File: config.mk
export PLATFORM = sky130hd
export DESIGN_NAME = emgtf_ctrl
export DESIGN_NICKNAME = d
export VERILOG_FILES = /design/src/emgtf_pkg.sv /design/src/emgtf_ctrl.sv
export SDC_FILE = /design/constraint.sdc
export NUM_CORES = 1
export LEC_CHECK = 0
export ABC_CLOCK_PERIOD_IN_PS = 1200
export BUFFER_PORTS_ARGS = -buffer_cell sky130_fd_sc_hd__buf_2
export CAP_MARGIN = 15
export CORE_MARGIN = 5
export CORE_UTILIZATION = 30
export CTS_CLUSTER_SIZE = 8
export DETAILED_ROUTE_END_ITERATION = 10
export PLACE_DENSITY = 0.64
export SYNTH_ARGS = -nofsm -noshare
export SYNTH_HDL_FRONTEND = slang
export SYNTH_SLANG_ARGS = --single-unit
File: constraint.sdc
create_clock -name clk -period 1.2 [get_ports clk]
set_input_delay 0.06 -clock clk [delete_from_list [all_inputs] [get_ports clk]]
set_output_delay 0.06 -clock clk [all_outputs]
set_load 0.005 [all_outputs]
File: src/emgtf_pkg.sv
// Shared constants and controller/datapath interface types for the EMG feature block.
// No dependencies.
package emgtf_pkg;

    localparam int MAX_WINDOW  = 256;
    localparam int SAMPLE_BITS = 16;
    localparam int RING_AW     = 8;
    localparam int CNT_W       = 9;
    localparam int DIV_W       = 48;
    localparam int DVS_W       = 17;
    localparam int SQ_W        = 48;
    localparam int ROOT_W      = 24;

    localparam logic [1:0] SEL_MEANSQ = 2'd0;
    localparam logic [1:0] SEL_VAR    = 2'd1;
    localparam logic [1:0] SEL_MEANAB = 2'd2;

    typedef struct packed {
        logic       accept;
        logic       walk;
        logic       mul1;
        logic       mul2;
        logic       vsub;
        logic       div_start;
        logic       div_wait;
        logic       sqrt_start;
        logic       sqrt_wait;
        logic [1:0] sel;
        logic       out_load;
    } emgtf_cmd_t;

    typedef struct packed {
        logic emit;
        logic walk_done;
        logic div_done;
        logic sqrt_done;
    } emgtf_stat_t;

endpackage

File: src/emgtf_ctrl.sv
// Sequencer for the EMG feature block: walk, products, three divides, two roots, output.
// Depends on emgtf_pkg.
module emgtf_ctrl (
    input  logic                   clk,
    input  logic                   rst_n,
    input  logic                   in_valid,
    output logic                   in_ready,
    output logic                   out_valid,
    input  logic                   out_ready,
    input  emgtf_pkg::emgtf_stat_t stat,
    output emgtf_pkg::emgtf_cmd_t  cmd
);
    import emgtf_pkg::*;

    localparam logic [3:0] S_IDLE = 4'd0;
    localparam logic [3:0] S_WALK = 4'd1;
    localparam logic [3:0] S_MUL1 = 4'd2;
    localparam logic [3:0] S_MUL2 = 4'd3;
    localparam logic [3:0] S_VSUB = 4'd4;
    localparam logic [3:0] S_D1S  = 4'd5;
    localparam logic [3:0] S_D1W  = 4'd6;
    localparam logic [3:0] S_D2S  = 4'd7;
    localparam logic [3:0] S_D2W  = 4'd8;
    localparam logic [3:0] S_D3S  = 4'd9;
    localparam logic [3:0] S_D3W  = 4'd10;
    localparam logic [3:0] S_R1S  = 4'd11;
    localparam logic [3:0] S_R1W  = 4'd12;
    localparam logic [3:0] S_R2S  = 4'd13;
    localparam logic [3:0] S_R2W  = 4'd14;
    localparam logic [3:0] S_DONE = 4'd15;

    logic [3:0] state_reg;
    logic [3:0] state_next;
    logic       out_valid_reg;
    logic       out_valid_next;

    always_comb
    begin
        cmd        = '0;
        cmd.sel    = SEL_MEANSQ;
        state_next = state_reg;
        in_ready   = 1'b0;
        case (state_reg)
            S_IDLE:
            begin
                in_ready   = 1'b1;
                cmd.accept = in_valid;
                if (in_valid && stat.emit)
                    state_next = S_WALK;
            end
            S_WALK:
            begin
                cmd.walk = 1'b1;
                if (stat.walk_done)
                    state_next = S_MUL1;
            end
            S_MUL1:
            begin
                cmd.mul1   = 1'b1;
                state_next = S_MUL2;
            end
            S_MUL2:
            begin
                cmd.mul2   = 1'b1;
                state_next = S_VSUB;
            end
            S_VSUB:
            begin
                cmd.vsub   = 1'b1;
                state_next = S_D1S;
            end
            S_D1S:
            begin
                cmd.div_start = 1'b1;
                state_next    = S_D1W;
            end
            S_D1W:
            begin
                cmd.div_wait = 1'b1;
                if (stat.div_done)
                    state_next = S_D2S;
            end
            S_D2S:
            begin
                cmd.sel       = SEL_VAR;
                cmd.div_start = 1'b1;
                state_next    = S_D2W;
            end
            S_D2W:
            begin
                cmd.sel      = SEL_VAR;
                cmd.div_wait = 1'b1;
                if (stat.div_done)
                    state_next = S_D3S;
            end
            S_D3S:
            begin
                cmd.sel       = SEL_MEANAB;
                cmd.div_start = 1'b1;
                state_next    = S_D3W;
            end
            S_D3W:
            begin
                cmd.sel      = SEL_MEANAB;
                cmd.div_wait = 1'b1;
                if (stat.div_done)
                    state_next = S_R1S;
            end
            S_R1S:
            begin
                cmd.sqrt_start = 1'b1;
                state_next     = S_R1W;
            end
            S_R1W:
            begin
                cmd.sqrt_wait = 1'b1;
                if (stat.sqrt_done)
                    state_next = S_R2S;
            end
            S_R2S:
            begin
                cmd.sel        = SEL_VAR;
                cmd.sqrt_start = 1'b1;
                state_next     = S_R2W;
            end
            S_R2W:
            begin
                cmd.sel       = SEL_VAR;
                cmd.sqrt_wait = 1'b1;
                if (stat.sqrt_done)
                    state_next = S_DONE;
            end
            S_DONE:
            begin
                if (!out_valid_reg || out_ready)
                begin
                    cmd.out_load = 1'b1;
                    state_next   = S_IDLE;
                end
            end
            default:
            begin
                state_next = S_IDLE;
            end
        endcase
    end

    always_comb
    begin
        if (cmd.out_load)
            out_valid_next = 1'b1;
        else if (out_ready)
            out_valid_next = 1'b0;
        else
            out_valid_next = out_valid_reg;
    end

    always_ff @(posedge clk or negedge rst_n)
    begin
        if (!rst_n)
        begin
            state_reg     <= S_IDLE;
            out_valid_reg <= 1'b0;
        end
        else
        begin
            state_reg     <= state_next;
            out_valid_reg <= out_valid_next;
        end
    end

    assign out_valid = out_valid_reg;
endmodule

# ---- Word-level counts from Yosys, hierarchy flattened
# Cells that the tools add are included.
dict set report op_classes {
  n_reduce_logical 12
  n_mux 24
  eq_ne 23
}
# cell count
set op_table {}
lappend op_table {{one-hot mux 4 bit (16 select lines)} 1}
lappend op_table {{== test 4 bit (second input constant)} 8}
lappend op_table {{2-to-1 mux 4 bit} 8}
lappend op_table {{== test 4 x 3 -> 1 bit (second input constant)} 4}
lappend op_table {{inequality test 2 bit (second input constant)} 8}
lappend op_table {{2-to-1 mux 1 bit} 14}
lappend op_table {{== test 4 x 2 -> 1 bit (second input constant)} 2}
lappend op_table {{AND reduction 8 bit} 1}
lappend op_table {{OR reduction 2 bit} 3}
lappend op_table {{OR reduction 3 bit} 2}
lappend op_table {{== test 4 x 1 -> 1 bit (second input constant)} 1}
lappend op_table {{zero test 4 bit} 1}
lappend op_table {{one-hot mux 2 bit (2 select lines)} 1}
lappend op_table {{OR reduction 4 bit} 1}
lappend op_table {{nonzero test 2 bit} 1}
lappend op_table {{logical AND 1 bit} 1}
lappend op_table {{zero test 1 bit} 1}
lappend op_table {{logical OR 1 bit} 1}
dict set report word_totals {
  wordCells 61
  register_bits 5
  inputBits 8
  output_inout_bits 14
}

# ---- Depth between registers and ports, before layout
dict set report logic_depth {
  ltp_word 5
  mapped_depth 5
}

# ---- Worst setup path after synthesis
# Ideal clock, no wire load.
dict set report synth_path {
  path_type {register to register}
  start {register state_reg[3]}
  end {register state_reg[1]}
  setup_time_ns 0.080
  n_path_buf 1
  setup_slack_ns -0.162
  stages_incl_launch_ff 6
  arrival_time_ns 1.282
  cell_sequence {dfrtp_1 -> buf_6 -> or2_4 -> o32a_4 -> nand3_1 -> xnor2_1}
}
dict set report synth_via {
  elab_chain_cells 3
}
# element line_no
set synth_lines {}
lappend synth_lines {{start, declared} emgtf_ctrl.sv:32} ;# logic [3:0] state_reg;
lappend synth_lines {{start signal, assigned} emgtf_ctrl.sv:167} ;# state_reg <= state_next;
lappend synth_lines {{== test 4 bit (tied with other cells)} emgtf_ctrl.sv:43} ;# case (state_reg)
lappend synth_lines {{inequality test 2 bit (no line)} --}
lappend synth_lines {{AND reduction 8 bit (no line)} --}
# Parallel ways exist; a longest one is shown, timed or not.
# A chain may end at the register's enable or synchronous reset.

==> qor.yml <==
outcome:
  outcome: "complete, but fails checks"
  violations: "setup timing"
setup_path:
  ff2ff_setup_slack_ps: -270
  r2r_cells: 7
  slowest_stage: "dfrtp_1"
  r2r_start: "state_reg[3]"
  timing.rr.end: "state_reg[1]"
  path_max_fanout: 4
  worst_path_most_repeated_cell: "buf_6"
  critPathArrivalTime_ps: 1530
  start_kind: "flip-flop"
  timing.setup.critical_path_class: "flip-flop to output port"
  path_cells: "buf_6, buf_6, xnor2_1, mux2i_1, nand2_1, o31ai_2, buf_2"
  worst_setup_path_end_kind: "output port"
  crit_required_ps: 1140
  max_stage_delay_ps: 420
pwr:
  power_leakage_uw: 0.000484
  power_frac_clock_pct: 7.2
  seqPwrFrac_pct: 13.8
  ir_worst_vdd_v: 0.00131
  power_switching_uw: 1100
  power_density_nw_per_um2: 2940
  internal-power_uw: 1690
  pwr-share-comb_pct: 79.0
  switching_share_pct: 39.5
route:
  drt-pass1-iter-count: 2
  drc: 0
  routed_wl_um: 1600
  antenna_left: 0
  vias: 577
  via_per_inst: 4.62
  post_drt_wl_per_cell_um: 12.8
  first_iter_violations: 7
cts:
  cts_tree: "done"
  h-tree-depth: 1
  cts_sinks: 5
  cts.root.buffer_cell: "clkbuf_4"
  cts_made_buffers: 3
  clk_latency_ps: 250
  clockBufferDepth: 2
  clk_pin_slew_ps: 50
global_routing:
  grt_pass1_vias: 600
  antenna_found_initial: 0
  grt_remaining_overflow: 0
  grt_first_pass_wirelength_um: 2390
  grt_max_degree: 8
  track_usage_pct: 12.4
layout:
  multi_input_area_um2: 359
  area_growth_pct: 105
  register_area_um2: 128
  fillCellCount: 117
  drive_gt1_share_pct: 69.7
  nets: 118
  largest_register_ffs: 4
  num_antenna_cells: 0
sta:
  finalCriticalPeriod_ps: 1590
  rsz0062_at_grt: "true"
  fin_crit_sh_pct: 133
  setup_viol: 17
  finalHoldViolCount: 0
  fmax_mhz: 629
  setup_ws_ps: -391
  slew_headroom_pct: 80.6
  slew_viol_final: 0
  fin_skew_ps: 12.2
  worst_pin_slew_ps: 292
  tns_ps: -3720
yosys:
  synthAdderAreaFrac_pct: 0
  avgSynthCellArea_um2: 8.44
  yosys_warnings: 0
  yosysSeqAreaShare_pct: 27.0
  synthMuxAreaShare_pct: 4.31
  synth_compound_area_share_pct: 15.4
  yosysUniqueCellTypes: 26
  synth_xor_area_share_pct: 7.55
  synth_cells: 55
  synth-seq-cells: 5
  netlist_area_um2: 464
  synth_nets: 63
  synth-simple-area-share_pct: 37.7
  synth_top_family_by_area: "simple AND/OR/NAND/NOR gates"
worst_hold_path:
  worstHoldPathType: "input pin to flip-flop"
  hp-start: "out_ready"
  hold_path_depth: 3
  min_to: "out_valid"
floorplan:
  row_count: 14
  die-height_um: 49.3
  boundaryPins: 22
  die_area_um2: 2430
  die_w_um: 49.3
  start_util_pct: 31.2
  coreArea_um2: 1490
placement:
  dp_hpwl_um: 996
  io_buffers: 21
  place.gp.congestion: 0.723
  dpl_worst_slack_ps: -170
job:
  cap_violations: 0
worst max-delay path: cells and delay by family (launching register included):
| kind | cells | cell delay [ps] |
|---|---|---|
| mux | 1 | 170 |
| buf+inv | 3 | 420 |
| flops | 1 | 420 |
| xor+xnor | 1 | 120 |
| simple gates | 1 | 100 |
| compound gates | 1 | 70 |
cells in the final DEF, fill, tap and decap left out, drive strengths merged:
| cell type | instances |
|---|---|
| buf | 55 |
| nand3 | 1 |
| xnor2 | 4 |
| mux2i | 2 |
| and2 | 1 |
| a31oi | 1 |
| a22oi | 1 |
| or2 | 1 |
| clkbuf | 4 |
| o31ai | 1 |
| o32a | 1 |
| nand4 | 2 |
| nor2b | 1 |
| nand2b | 3 |
| dlygate4sd3 | 1 |
| o21a | 1 |
| or2b | 1 |
| nor2 | 7 |
| a21oi | 3 |
| nor3b | 2 |
| dfrtp | 5 |
| and2b | 1 |
| nor4 | 1 |
| nand2 | 9 |
routing by layer:
metal / global-route usage (%) / part of all wire (%) / vias up
met5: 0 / 0 / -
met4: 4.48 / 1.3 / 0
met3: 2.45 / 4.5 / 2
met2: 21.2 / 49 / 16
met1: 15.0 / 45 / 265
li1: - / - / 294
stage by stage:
stage / area [um^2] / hold WS (ps) / total power [uW] / util, % / instances
floorplan: 464 / -236 / 1180 / - / 55
detailed placement: 694 / -125 / 1830 / 46.6 / 105
finish: 951 / 143 / 2800 / 63.9 / 125
global route: 951 / 148 / 3000 / 63.9 / 125
global placement: 694 / -125 / 1800 / 46.6 / 105
CTS: 886 / 136 / 2520 / 59.5 / 123
layout make-up:
cell class,count,area share (%)
Clock buffer,4,2.76
Timing Repair Buffer,56,43.9
Multi-Input combinational cell,44,37.8
Sequential cell,5,13.4
Tap cell,16,2.11
cell families (layout without fill, tap and decap cells):
kind of cell | Yosys count | after routing
compound gates | 8 | 8
xor+xnor | 4 | 4
buf+inv | 6 | 60
flops | 5 | 5
mux | 2 | 2
simple gates | 30 | 30
power by group through the flow:
stage	clock network (uW)	logic (uW)	registers, uW
6_report	203	2210	386
5_1_grt	226	2380	397
4_1_cts	200	1950	373
3_5_place_dp	0	1440	396
3_3_place_gp	0	1410	391
2_1_floorplan	0	872	309
timing repair:
action                                 CTS  global route
endpoints found under the hold margin    5             0
pin swaps                                9             3
setup buffers                           13             2
setup endpoints to repair               17            17
hold buffers                             1             0
resized for setup                       15            12
Yosys cell counts:
master / instances / share of area (%)
a21oi_1: 3 / 3.2
a22oi_2: 1 / 2.7
a31oi_1: 1 / 1.3
and2_1: 1 / 1.3
and2b_1: 1 / 1.6
buf_1: 1 / 0.81
buf_2: 3 / 3.2
buf_4: 1 / 1.6
buf_6: 1 / 2.4
dfrtp_1: 5 / 27
mux2i_1: 2 / 4.3
nand2_1: 9 / 7.3
nand2b_1: 3 / 4.0
nand3_1: 1 / 1.1
nand4_1: 1 / 1.3
nand4_2: 1 / 2.7
nor2_1: 7 / 5.7
nor2b_1: 1 / 1.3
nor3b_1: 2 / 3.2
nor4_4: 1 / 4.6
o21a_1: 1 / 1.6
o31ai_1: 1 / 1.6
o32a_4: 1 / 4.9
or2_4: 1 / 1.9
or2b_1: 1 / 1.6
xnor2_1: 4 / 7.5
worst max path at each step:
| stage | from | end | slack (ps) | depth (start not counted) |
|---|---|---|---|---|
| after floorplan | state_reg[3] | state_reg[1] | -160 | 5 |
| after detailed placement | state_reg[2] | state_reg[2] | -170 | 4 |
| after global routing | state_reg[3] | cmd[1] | -450 | 7 |
| final | state_reg[3] | cmd[1] | -390 | 7 |
| after global placement | state_reg[2] | state_reg[1] | -110 | 4 |
| after CTS | state_reg[3] | cmd[1] | -290 | 4 |
Note: power is estimated with default switching activity, not from simulation.
